$ cat src/design/dtdc_pkg.sv
// Package for the date to day count unit: shared struct, calendar constants
// and small table and divide-by-constant functions. Depends on nothing.
package dtdc_pkg;

	localparam logic [11:0] BaseYear      = 12'd1900;
	localparam logic [10:0] LeapsBefore   = 11'd460;
	localparam logic [10:0] Div25Recip    = 11'd1311;
	localparam int          Div25Shift    = 15;
	localparam logic [8:0]  DaysCommon    = 9'd365;

	localparam logic CalGregorian = 1'b1;
	localparam logic CalNoLeap    = 1'b0;

	// Partial results of one date, passed from the decode stage to the summing stage.
	typedef struct packed {
		logic [19:0] year_days;
		logic [9:0]  leap_days;
		logic [8:0]  month_days;
		logic [4:0]  day_off;
		logic        use_count;
		logic        bad;
	} dtdc_part_t;

	// Exact floor(v / 25) for any 10-bit v, by reciprocal multiplication.
	function automatic logic [5:0] div25(input logic [9:0] v);
		logic [20:0] prod;
		prod = {11'd0, v} * {10'd0, Div25Recip};
		return prod[20:Div25Shift];
	endfunction

	function automatic logic [4:0] month_len(input logic [3:0] m, input logic leap);
		logic [4:0] len;
		unique case (m)
			4'd1, 4'd3, 4'd5, 4'd7, 4'd8, 4'd10, 4'd12: len = 5'd31;
			4'd4, 4'd6, 4'd9, 4'd11:                    len = 5'd30;
			4'd2:                                        len = leap ? 5'd29 : 5'd28;
			default:                                     len = 5'd0;
		endcase
		return len;
	endfunction

	// Days in the year before the first of month m.
	function automatic logic [8:0] month_start(input logic [3:0] m, input logic leap);
		logic [8:0] off;
		unique case (m)
			4'd1:    off = 9'd0;
			4'd2:    off = 9'd31;
			4'd3:    off = 9'd59;
			4'd4:    off = 9'd90;
			4'd5:    off = 9'd120;
			4'd6:    off = 9'd151;
			4'd7:    off = 9'd181;
			4'd8:    off = 9'd212;
			4'd9:    off = 9'd243;
			4'd10:   off = 9'd273;
			4'd11:   off = 9'd304;
			4'd12:   off = 9'd334;
			default: off = 9'd0;
		endcase
		if (leap && (m > 4'd2)) begin
			off = off + 9'd1;
		end
		return off;
	endfunction

endpackage

$ cat src/design/dtdc_decode.sv
// Decode stage: checks the date, finds the leap year and splits the day count
// into year, leap, month and day terms. Depends on dtdc_pkg.
module dtdc_decode import dtdc_pkg::*; (
	input  logic [11:0] year,
	input  logic [3:0]  month,
	input  logic [4:0]  day,
	input  logic        calendar_mode,
	output dtdc_part_t  part
);

	logic        year_ok;
	logic [11:0] year_rel;
	logic [11:0] prev_year;
	logic [9:0]  pq;
	logic [5:0]  p100;
	logic [5:0]  p400;
	logic [10:0] leap_sum;
	logic [9:0]  yq;
	logic [5:0]  y25;
	logic [7:0]  yqq;
	logic [5:0]  yqq25;
	logic [9:0]  y25x;
	logic [9:0]  yqq25x;
	logic        div4;
	logic        div100;
	logic        div400;
	logic        leap;
	logic        greg;
	logic        bad_date;
	logic [21:0] year_prod;

	assign greg      = (calendar_mode == CalGregorian);
	assign year_ok   = (year >= BaseYear);
	assign year_rel  = year - BaseYear;
	assign prev_year = year - 12'd1;

	// Leap years in 1..year-1, less those in 1..1899.
	assign pq       = prev_year[11:2];
	assign p100     = div25(pq);
	assign p400     = div25({2'd0, pq[9:2]});
	assign leap_sum = {1'b0, pq} - {5'd0, p100} + {5'd0, p400} - LeapsBefore;

	// Leap test on the year itself.
	assign yq     = year[11:2];
	assign y25    = div25(yq);
	assign yqq    = yq[9:2];
	assign yqq25  = div25({2'd0, yqq});
	assign y25x   = 10'({4'd0, y25} * 10'd25);
	assign yqq25x = 10'({4'd0, yqq25} * 10'd25);
	assign div4   = (year[1:0] == 2'd0);
	assign div100 = div4 && (yq == y25x);
	assign div400 = div4 && (yq[1:0] == 2'd0) && ({2'd0, yqq} == yqq25x);
	assign leap   = greg && ((div4 && !div100) || div400);

	assign bad_date = (month < 4'd1) || (month > 4'd12) || (day < 5'd1) ||
		(day > month_len(month, leap));

	assign year_prod = {10'd0, year_rel} * {13'd0, DaysCommon};

	always_comb begin
		part.year_days  = year_prod[19:0];
		part.leap_days  = greg ? leap_sum[9:0] : 10'd0;
		part.month_days = month_start(month, leap);
		part.day_off    = day - 5'd1;
		part.use_count  = year_ok && !bad_date;
		part.bad        = year_ok && bad_date;
	end

endmodule

$ cat src/design/dtdc_accum.sv
// Summing stage: adds the year, leap, month and day terms into the final count
// and forces zero for early years and bad dates. Depends on dtdc_pkg.
module dtdc_accum import dtdc_pkg::*; (
	input  dtdc_part_t  part,
	output logic [19:0] day_count,
	output logic        invalid
);

	logic [19:0] total;

	assign total = part.year_days + {10'd0, part.leap_days} + {11'd0, part.month_days} +
		{15'd0, part.day_off};

	assign day_count = part.use_count ? total : 20'd0;
	assign invalid   = part.bad;

endmodule

$ cat src/design/date_to_day_count_unit.sv
// Top level of the date to day count unit: handshakes, mode register and the
// two pipeline stages. Depends on dtdc_pkg, dtdc_decode and dtdc_accum.
//
//  channel  | signals                           | word
//  ---------+-----------------------------------+-------------------------
//  in       | in_valid, in_ready                | year, month, day
//  out      | out_valid, out_ready              | day_count, invalid
//  cfg      | cfg_valid, cfg_ready              | cfg_data (calendar_mode)
//
// Each word passes from input to output through a decode register and a result
// register, and one word can be accepted every cycle while out_ready is high.
// A stalled output holds its word while an empty decode register can still take one.
// Reset clears the valid flags of both stages and sets the mode to Gregorian.
// Configuration writes are always taken.
module date_to_day_count_unit import dtdc_pkg::*; (
	input  logic        clk,
	input  logic        arst_n,
	input  logic        in_valid,
	output logic        in_ready,
	input  logic [11:0] year,
	input  logic [3:0]  month,
	input  logic [4:0]  day,
	output logic        out_valid,
	input  logic        out_ready,
	output logic [19:0] day_count,
	output logic        invalid,
	input  logic        cfg_valid,
	output logic        cfg_ready,
	input  logic        cfg_data
);

	logic        calendar_mode_q;
	logic        valid_s1;
	logic        valid_s2;
	dtdc_part_t  part;
	dtdc_part_t  part_s1;
	logic [19:0] count_next;
	logic        invalid_next;
	logic [19:0] day_count_s2;
	logic        invalid_s2;
	logic        adv1;
	logic        adv2;

	assign cfg_ready = 1'b1;
	assign adv2      = !valid_s2 || out_ready;
	assign adv1      = !valid_s1 || adv2;
	assign in_ready  = adv1;

	always_ff @(posedge clk or negedge arst_n) begin
		if (!arst_n) begin
			calendar_mode_q <= CalGregorian;
		end else if (cfg_valid && cfg_ready) begin
			calendar_mode_q <= cfg_data;
		end
	end

	dtdc_decode u_decode (
		.year          (year),
		.month         (month),
		.day           (day),
		.calendar_mode (calendar_mode_q),
		.part          (part)
	);

	always_ff @(posedge clk or negedge arst_n) begin
		if (!arst_n) begin
			valid_s1 <= 1'b0;
			valid_s2 <= 1'b0;
		end else begin
			if (adv1) begin
				valid_s1 <= in_valid;
			end
			if (adv2) begin
				valid_s2 <= valid_s1;
			end
		end
	end

	always_ff @(posedge clk) begin
		if (adv1 && in_valid) begin
			part_s1 <= part;
		end
	end

	dtdc_accum u_accum (
		.part      (part_s1),
		.day_count (count_next),
		.invalid   (invalid_next)
	);

	always_ff @(posedge clk) begin
		if (adv2 && valid_s1) begin
			day_count_s2 <= count_next;
			invalid_s2   <= invalid_next;
		end
	end

	assign out_valid = valid_s2;
	assign day_count = day_count_s2;
	assign invalid   = invalid_s2;

endmodule
$ cat config.mk
export PLATFORM = sky130hd
export DESIGN_NAME = date_to_day_count_unit
export DESIGN_NICKNAME = d
export VERILOG_FILES = /design/src/design/dtdc_pkg.sv /design/src/design/dtdc_decode.sv /design/src/design/dtdc_accum.sv /design/src/design/date_to_day_count_unit.sv
export SDC_FILE = /design/constraint.sdc
export NUM_CORES = 1
export LEC_CHECK = 0
export BUFFER_PORTS_ARGS = -buffer_cell sky130_fd_sc_hd__buf_4
export CORE_UTILIZATION = 50
export CTS_BUF_LIST = sky130_fd_sc_hd__clkbuf_4
export CTS_CLUSTER_DIAMETER = 50
export DETAILED_ROUTE_END_ITERATION = 16
export HOLD_SLACK_MARGIN = 0.08
export PLACE_DENSITY_LB_ADDON = 0.12
export SLEW_MARGIN = 40
export SYNTH_ARGS = -nofsm -noshare
export SYNTH_HDL_FRONTEND = slang
export SYNTH_SLANG_ARGS = --single-unit
$ cat constraint.sdc
create_clock -name clk -period 5.21 [get_ports clk]
set_input_delay 1.042 -clock clk [delete_from_list [all_inputs] [get_ports clk]]
set_output_delay 1.042 -clock clk [all_outputs]
set_load 0.05 [all_outputs]
==> results.toml, run 1 <==
[status]
status = "finished, violations left"
violations = "setup timing"

[routing]
wire_per_inst_um = 15.8
drtPass1Iterations = 5
drc = 0
viasPerCell = 5.16
ant_nets = 0
routed_wl_um = 31400
drt_iter0_drc = 418
via_count = 10268

[die]
start_util_pct = 50.9
die-height_um = 165
pin_count = 51
dieArea_mm2 = 0.0271
chipWidth_um = 165
rows = 59
core_mm2 = 0.0260

[layout]
multiInputGateArea_mm2 = 0.0110
fillCellCount = 2107
layout.cells.non_filler = 1991
post-route-util_pct = 66.4
regArea_mm2 = 0.00209
final_net_count = 2124
layout-drive-gt1-share_pct = 31.1
areaGrowthSynthToFinish_pct = 30.5
stdcell_area_mm2 = 0.0172

[sta]
worst_pin_slew_ns = 0.749
hold_viol = 0
finalCritPeriodShare_pct = 166
finClkSkew_ns = 0.0225
fin_crit_ns = 8.67
slew_headroom_pct = 49.5
drv_slew = 0
max_freq_mhz = 115
setup_ws_ns = -3.46
grt_setup_unrepaired = "yes"
finalSetupViolCount = 27
finalSetupTns_ns = -60.55

[logic_synthesis]
synth_mux_area_share_pct = 0.985
synth_top_family_by_area = "adder cells"
synth_compound_area_share_pct = 9.53
synth-warning-count = 0
ys_seq_elements = 70
postSynthAreaPerCell_um2 = 10.1
yosysSeqAreaShare_pct = 15.8
synth_simple_gate_area_share_pct = 9.43
synthFlopType = "edfxtp_1"
synthXorXnorAreaFrac_pct = 7.19
synth_fp_nets = 1779
synth_area_mm2 = 0.0132
yosysUniqueCellTypes = 75
synth_edf_count = 67
synth-adder-area-share_pct = 49.6
syn_inst = 1305
synthArstFlopShare_pct = 4.29

[pwr]
power_frac_clock_pct = 2.9
net-switching-power_mw = 4.93
swShare_pct = 44.8
combPwrFrac_pct = 87.2
p_leak_nw = 8.61
finalPower_mw = 11.0
pwr_density_cell_mw_per_mm2 = 639
pwr-share-seq_pct = 9.9
p_int_mw = 6.08
ir_drop_uv = 635

[critical_path]
path_delay_family = "adder cells"
setup.worst_path.class = "input pin to register"
path_depth = 41
cp.required_ns = 5.40
reg2reg_depth = 15
slowest_stage = "fa_2"
critPathMaxStageDelay_ns = 0.61
cp-end-kind = "register"
start_kind = "input pin"
path_buf_inv = 7
arrival_ns = 8.86
cp_max_fo = 2

[placement]
place_inst = 1947
routabilityCongestion = 0.883
dpl.hpwl_um = 27300
dpl_cell_area_mm2 = 0.0164
port_buffers = 49

[hold_path]
hold_path.class = "input pin to async pin"

[flow_run]
cap_violations = 0

[cts]
ctsLongestPathBuffers = 2
htreeDepth = 3
clk_pin_slew_ns = 0.14
insertion_delay_ns = 0.42
clock_sinks = 70
cts_tree = "yes"
cts_root_buf = "clkbuf_4"
cts_buffers = 9
cts_hold_repair.buffers = 0

[global_route]
antenna_found_initial = 1
grt_max_degree = 47
overflow = 0
grt_pass1_wl_um = 51300
grt_pass1_vias = 10597
grtUsageTotal_pct = 24.4
metrics by stage:
step	setup slack (ns)	hold slack [ns]
2_1_floorplan	-3.56	0.400
6_report	-3.46	0.373
5_1_grt	-3.81	0.344
4_1_cts	-3.37	0.338
3_3_place_gp	-3.97	0.405
3_5_place_dp	-4.09	0.413
power by group through the flow:
stage,clock [mW],combinational (mW),sequential [mW]
after global routing,0.359,10.8,1.11
after floorplan,0,5.79,1.27
final,0.324,9.60,1.09
after detailed placement,0,8.83,1.11
after CTS,0.334,9.52,1.09
after global placement,0,8.64,1.10
placed cells by master (no fill, tap or decap), drive strengths merged, types with 32 or more instances in the layout:
master	Yosys	routed
a21oi	46	46
buf	7	349
edfxtp	67	67
fa	129	129
ha	318	318
inv	240	240
nand2	44	44
nor2	56	56
o21ai	34	34
xnor2	66	66
xor2	32	32
state kept, by name, indices dropped and copies added, names as in the netlist:
signal / cells
part_s1: 46
day_count: 20
calendar_mode_q: 1
invalid: 1
out_valid: 1
valid_s1: 1
layer usage:
metal | global-route usage (%) | wire [µm]
met3 | 3.14 | 1150
met2 | 43.9 | 15700
met1 | 30.6 | 13800
met4 | 6.80 | 760
met5 | 0 | 0
kinds of logic after synthesis:
logic type                 count (synthesis)
adders and majority gates                447
buffers and inverters                    255
and+or+nand+nor                          235
AOI/OAI and AO/OA                        184
xor gates and xnor gates                 102
DFF                                       70
muxes                                     11
other                                      1
layout make-up:
cell class	instances	share of cell area (%)
Clock inverter	7	0.341
Sequential cell	70	12.1
Timing Repair Buffer	349	15.8
Clock buffer	9	0.392
Antenna cell	1	0.0145
Tap cell	335	2.43
Multi-Input combinational cell	980	63.6
Inverter	240	5.31
Yosys cell counts (all sizes together) (19+ instances only):
master / number / area share, %
xnor2: 66 / 4.4
and2: 19 / 0.92
edfxtp: 67 / 15
nand2: 44 / 1.2
a21o: 20 / 1.1
fa: 129 / 20
nor2: 56 / 1.6
inv: 240 / 6.8
ha: 318 / 30
nor3: 30 / 1.2
a21oi: 46 / 1.7
o21ai: 34 / 1.3
xor2: 32 / 2.1
path summary, 6_finish.rpt:
check,from,to,slack (ns)
max in group asynchronous,arst_n,calendar_mode_q,4.65
worst max register to register,part_s1[3],day_count[13],0.95
min in group clk,part_s1[0],invalid,0.44
worst max-delay path,year[6],part_s1[1],-3.46
worst min register to register,part_s1[0],invalid,0.44
worst min-delay path,arst_n,valid_s1,0.37
worst register-to-register path, stage by stage, from the launching register on:
cell and delay, ns:
edfxtp_1 0.41, fa_1 0.54, fa_1 0.52, ha_1 0.16
inv_1 0.05, fa_1 0.37, nor2b_1 0.16, o21ai_0 0.12
a21oi_1 0.20, o21ai_0 0.12, a21boi_0 0.25, o21ai_0 0.15
a21boi_0 0.34, o211ai_1 0.21, a21boi_0 0.28, mux2i_1 0.24
repair_timing:
item,in CTS,in global routing
pin swaps,62,27
gates resized for setup,69,41
cloned,0,0
setup endpoints to repair,29,29
hold endpoints to repair,0,0
setup buffers,18,14
No activity file was read; power rests on OpenSTA's default activity.
==> inputs of run 2 (changes only) <==
--- a/config.mk
+++ b/config.mk
@@ -6,8 +6,8 @@
 export NUM_CORES = 1
 export LEC_CHECK = 0
 export BUFFER_PORTS_ARGS = -buffer_cell sky130_fd_sc_hd__buf_4
+export CORE_ASPECT_RATIO = 0.6
 export CORE_UTILIZATION = 50
-export CTS_BUF_LIST = sky130_fd_sc_hd__clkbuf_4
 export CTS_CLUSTER_DIAMETER = 50
 export DETAILED_ROUTE_END_ITERATION = 16
 export HOLD_SLACK_MARGIN = 0.08
==> constraint.sdc (replaced) <==
create_clock -name clk -period 5.21 [get_ports clk]
set_input_delay 0.7815 -clock clk [delete_from_list [all_inputs] [get_ports clk]]
set_output_delay 0.7815 -clock clk [all_outputs]
set_load 0.05 [all_outputs]
==> run 2 against run 1 <==
Compared with the run above:
- the run still ends with setup timing left
- clock power is 78% higher
- setup slack better by 0.071 ns
- via count grew 1.2%
- critical path type unchanged
- highest routed layer unchanged
==> results.toml, run 2 (synthesis results as in run 1) <==
[status]
status = "finished, violations left"
violations = "setup timing"

[critical_path]
cp-end-kind = "register"
setup.worst_path.class = "input pin to register"
arrival_ns = 8.69
cp.required_ns = 5.30
startpoint = "year[11]"
reg2reg_from = "part_s1[3]"
path_depth = 40
reg2reg_depth = 15
path_delay_family = "adder cells"
cp-endpoint = "part_s1[1]"
start_kind = "input pin"
path_buf_inv = 6
critPathMaxStageDelay_ns = 0.61
rr_endpoint = "day_count[13]"
r2r_slack_ns = 0.59
cp_max_fo = 4
slowest_stage = "fa_2"

[cts]
insertion_delay_ns = 0.34
cts_buffers = 9
clock_sinks = 70
htreeDepth = 3
ctsLongestPathBuffers = 2
cts_tree = "yes"
cts_root_buf = "clkbuf_16"
clk_pin_slew_ns = 0.06

[layout]
n_antenna_cell = 0
areaGrowthSynthToFinish_pct = 33.6
largest_reg_flops = 46
layout_common_cells = "321 x buf_4, 281 x ha_1, 219 x inv_1, 119 x fa_1, 67 x edfxtp_1"
stdcell_area_mm2 = 0.0177
post-route-util_pct = 68.9
final_net_count = 2127
top_register = "part_s1"
mostFrequentLayoutCell = "buf_4"
layout-drive-gt1-share_pct = 33.0

[sta]
finalSetupViolCount = 24
drv_slew = 0
hold_viol = 0
setup_ws_ns = -3.39
holdWs_ns = 0.227
finalCritPeriodShare_pct = 165
fin_crit_ns = 8.60
grt_setup_unrepaired = "yes"
slew_headroom_pct = 45.7
worst_pin_slew_ns = 0.806
max_freq_mhz = 116
finClkSkew_ns = 0.00932

[routing]
drc = 0
via_count = 10387
drt_iter0_drc = 595
wire_per_inst_um = 16.7
viasPerCell = 5.17
routed_wl_um = 33500
ant_nets = 0
drtPass1Iterations = 5

[die]
chipWidth_um = 212
die-height_um = 128
dieArea_mm2 = 0.0271
core_mm2 = 0.0256
start_util_pct = 51.6
rows = 45
pin_count = 51

[global_route]
grt_pass1_vias = 10300
antenna_found_initial = 0
grt_pass1_wl_um = 53500
overflow = 0
grtUsageTotal_pct = 25.4
grt_max_degree = 47

[placement]
routabilityCongestion = 0.913
pre_cts_slack_ns = -3.89
port_buffers = 49
dpl_cell_area_mm2 = 0.0163
dpl.hpwl_um = 28300

[flow_run]
cap_violations = 0

[pwr]
pwr_density_cell_mw_per_mm2 = 653
finalPower_mw = 11.5
ir_drop_uv = 535
p_leak_nw = 8.74

[hold_path]
hold_path.class = "input pin to async pin"
[run 2: cell types whose count changed in the layout (fill, tap and decap cells not counted), sizes merged]
| cell | previous run | this run |
|---|---|---|
| clkinvlp | 3 | 5 |
| buf | 349 | 352 |
| clkinv | 4 | 3 |
| diode | 1 | 0 |
| inv | 240 | 239 |
[run 2: worst register-to-register path: stages (launching register included)]
cell and delay, ns:
edfxtp_1 0.41, fa_1 0.51, fa_1 0.53, ha_1 0.17, inv_1 0.05, fa_1 0.37
nor2b_1 0.16, o21ai_0 0.12, a21oi_1 0.22, o21ai_0 0.13, a21boi_0 0.28, o21ai_0 0.16
a21boi_0 0.55, o211ai_1 0.28, a21boi_0 0.29, mux2i_1 0.11
[run 2: per-layer routing]
layer | wire length [µm] | up-vias | share of wire, % | track usage (%)
met4 | 152 | 0 | 0.45 | 1.79
met5 | 0 | - | 0 | 0
li1 | - | 5129 | - | -
met1 | 17300 | 5003 | 52 | 40.2
met2 | 14000 | 240 | 42 | 36.9
met3 | 2100 | 15 | 6.3 | 4.58
[run 2: area by class of cell]
type	instances	area, µm²
Sequential cell	70	2090
Clock buffer	9	225
Inverter	240	916
Multi-Input combinational cell	980	11200
Fill cell	1991	7960
Timing Repair Buffer	352	2780
Clock inverter	7	50.0
Tap cell	352	440
[run 2: worst min-delay path by stage]
stage | slack (ns) | startpoint | end | cells after the start
finish | 0.23 | arst_n | out_valid | 1
global route | 0.22 | arst_n | out_valid | 1
CTS | 0.22 | arst_n | out_valid | 1
detailed placement | 0.48 | valid_s1 | out_valid | 1
global placement | 0.46 | valid_s1 | out_valid | 1
floorplan | 0.40 | part_s1[0] | invalid | 0
[run 2: stage by stage]
step	setup TNS, ns	instances
after floorplan	-52.44	1305
after global placement	-68.39	1956
after detailed placement	-71.32	1956
after CTS	-58.69	1987
after global routing	-63.32	2010
final	-57.26	2010
[run 2: what timing repair did]
| action | CTS | global route |
|---|---|---|
| gates resized for setup | 50 | 109 |
| endpoints found under the setup margin | 29 | 29 |
| hold buffers | 0 | 0 |
| gates cloned | 0 | 0 |
| setup buffers | 16 | 25 |
| pin swaps | 73 | 109 |
[run 2: power breakdown]
group	switching, mW	leakage [nW]	internal (mW)
combinational	4.74	7.93	5.12
clock	0.254	0.128	0.323
sequential	0.0959	0.687	0.996
total	5.09	8.74	6.44
==> inputs of run 3 (changes only) <==
--- a/config.mk
+++ b/config.mk
@@ -12,6 +12,7 @@
 export DETAILED_ROUTE_END_ITERATION = 16
 export HOLD_SLACK_MARGIN = 0.08
 export PLACE_DENSITY_LB_ADDON = 0.12
+export RECOVER_POWER = 100
 export SLEW_MARGIN = 40
 export SYNTH_ARGS = -nofsm -noshare
 export SYNTH_HDL_FRONTEND = slang
==> run 3 against run 2 <==
Compared with the run above:
- the run ends with capacitance limit, slew limit, setup timing left
- critical path depth is the same
- clock power is essentially flat
- setup slack lost 0.022 ns
- via count is essentially flat
- sequential cell count is the same
- register-to-register slack is essentially flat
- non-clock buffer count is the same
- largest cell class unchanged
- highest routed layer unchanged
==> results.toml, run 3 (synthesis results as in run 1) <==
[layout]
largest_reg_flops = 46
top_register = "part_s1"
n_antenna_cell = 0
final_net_count = 2127
post-route-util_pct = 68.3
mostFrequentLayoutCell = "buf_4"
areaGrowthSynthToFinish_pct = 32.4
layout-drive-gt1-share_pct = 30.8
layout_common_cells = "291 x buf_4, 283 x ha_1, 219 x inv_1, 120 x fa_1, 67 x edfxtp_1"

[cts]
cts_hold_repair.buffers = 0
insertion_delay_ns = 0.34
htreeDepth = 3
ctsLongestPathBuffers = 2
cts_tree = "yes"
clk_pin_slew_ns = 0.07
cts_buffers = 9
cts_root_buf = "clkbuf_16"
clock_sinks = 70

[routing]
ant_nets = 0
drc = 0
drt_iter0_drc = 601
wire_per_inst_um = 16.7
routed_wl_um = 33500
drtPass1Iterations = 5
viasPerCell = 5.17
via_count = 10384

[sta]
finalCritPeriodShare_pct = 166
grt_setup_unrepaired = "yes"
worst_pin_slew_ns = 2.99
max_freq_mhz = 116
slew_headroom_pct = -99.4
setup_ws_ns = -3.42
hold_viol = 0
finalSetupViolCount = 29
drv_slew = 47
finClkSkew_ns = 0.0113
fin_crit_ns = 8.63

[pwr]
net-switching-power_mw = 5.09
p_leak_nw = 8.62
combPwrFrac_pct = 85.4
pwr-share-seq_pct = 9.5
finalPower_mw = 11.5
ir_drop_uv = 535
pwr_density_cell_mw_per_mm2 = 656
swShare_pct = 44.4
power_frac_clock_pct = 5.0
p_int_mw = 6.38

[global_route]
grtUsageTotal_pct = 25.4
grt_max_degree = 47
overflow = 0
grt_pass1_wl_um = 53500
grt_pass1_vias = 10300
antenna_found_initial = 0

[hold_path]
hold_path.class = "input pin to async pin"

[critical_path]
cp.required_ns = 5.30
path_delay_family = "adder cells"
slowest_stage = "fa_2"
arrival_ns = 8.71
setup.worst_path.class = "input pin to register"
critPathMaxStageDelay_ns = 0.61
path_buf_inv = 6
cp_max_fo = 4
cp-end-kind = "register"
start_kind = "input pin"

[placement]
routabilityCongestion = 0.913
dpl.hpwl_um = 28300
port_buffers = 49

[die]
core_mm2 = 0.0256
die-height_um = 128
chipWidth_um = 212
rows = 45
dieArea_mm2 = 0.0271
pin_count = 51
start_util_pct = 51.6

[flow_run]
cap_violations = 1

[status]
violations = "capacitance limit, slew limit, setup timing"
status = "finished, violations left"
-- run 3: path summary, 6_finish.rpt --
path                             from              end  slack, ns  cells past startpoint
hold reg to reg              valid_s1        out_valid       0.49                      1
max in group asynchronous      arst_n  calendar_mode_q       4.70                      1
setup / recovery             year[11]       part_s1[1]      -3.42                     40
hold / removal                 arst_n        out_valid       0.26                      1
min in group clk             valid_s1        out_valid       0.49                      1
setup reg to reg           part_s1[3]    day_count[13]       0.60                     15
-- run 3: what timing repair did --
item,in CTS,in global routing
resized for setup,50,109
endpoints found under the setup margin,29,29
setup buffers,16,25
pin swaps,73,109
-- run 3: cell type report --
type / instances / area, µm²
sequential: 70 / 2090
fill: 2027 / 8130
tap: 352 / 440
clock buffer: 9 / 225
multi-input combinational: 980 / 11100
timing repair buffer: 352 / 2660
inverter: 240 / 913
clock inverter: 7 / 50.0
-- run 3: power groups by stage --
| stage | Clock (mW) | Combinational [mW] | Sequential (mW) |
|---|---|---|---|
| after CTS | 0.579 | 9.16 | 1.09 |
| after detailed placement | 0 | 8.68 | 1.10 |
| final | 0.576 | 9.80 | 1.09 |
| after global placement | 0 | 8.43 | 1.10 |
| after floorplan | 0 | 5.77 | 1.27 |
| after global routing | 0.608 | 10.9 | 1.11 |
-- run 3: worst register-to-register path: stages, from the launching register on --
cell	delay, ns
edfxtp_1	0.41
fa_1	0.51
fa_1	0.53
ha_1	0.17
inv_1	0.05
fa_1	0.37
nor2b_1	0.16
o21ai_0	0.13
a21oi_1	0.22
o21ai_0	0.13
a21boi_0	0.28
o21ai_0	0.16
a21boi_0	0.54
o211ai_1	0.28
a21boi_0	0.28
mux2i_1	0.21
-- run 3: metrics by stage --
step                      cells  setup TNS (ns)  hold WS (ns)  worst slack [ns]  instance area (µm²)
after floorplan            1305          -52.44         0.400             -3.30                13600
after global placement     1956          -68.39         0.460             -3.71                16300
after detailed placement   1956          -71.32         0.476             -3.89                16300
after CTS                  1987          -58.69         0.224             -3.42                17000
after global routing       2010          -68.75         0.266             -3.74                17500
final                      2010          -61.05         0.260             -3.42                17500
-- run 3: routing by layer --
layer	wire [µm]	vias to the layer above	share of wire, %	GRT usage (%)
met5	0	-	0	0
met4	147	0	0.44	1.79
met3	1930	13	5.7	4.58
met2	14000	191	42	36.9
met1	17500	5050	52	40.2
li1	-	5130	-	-
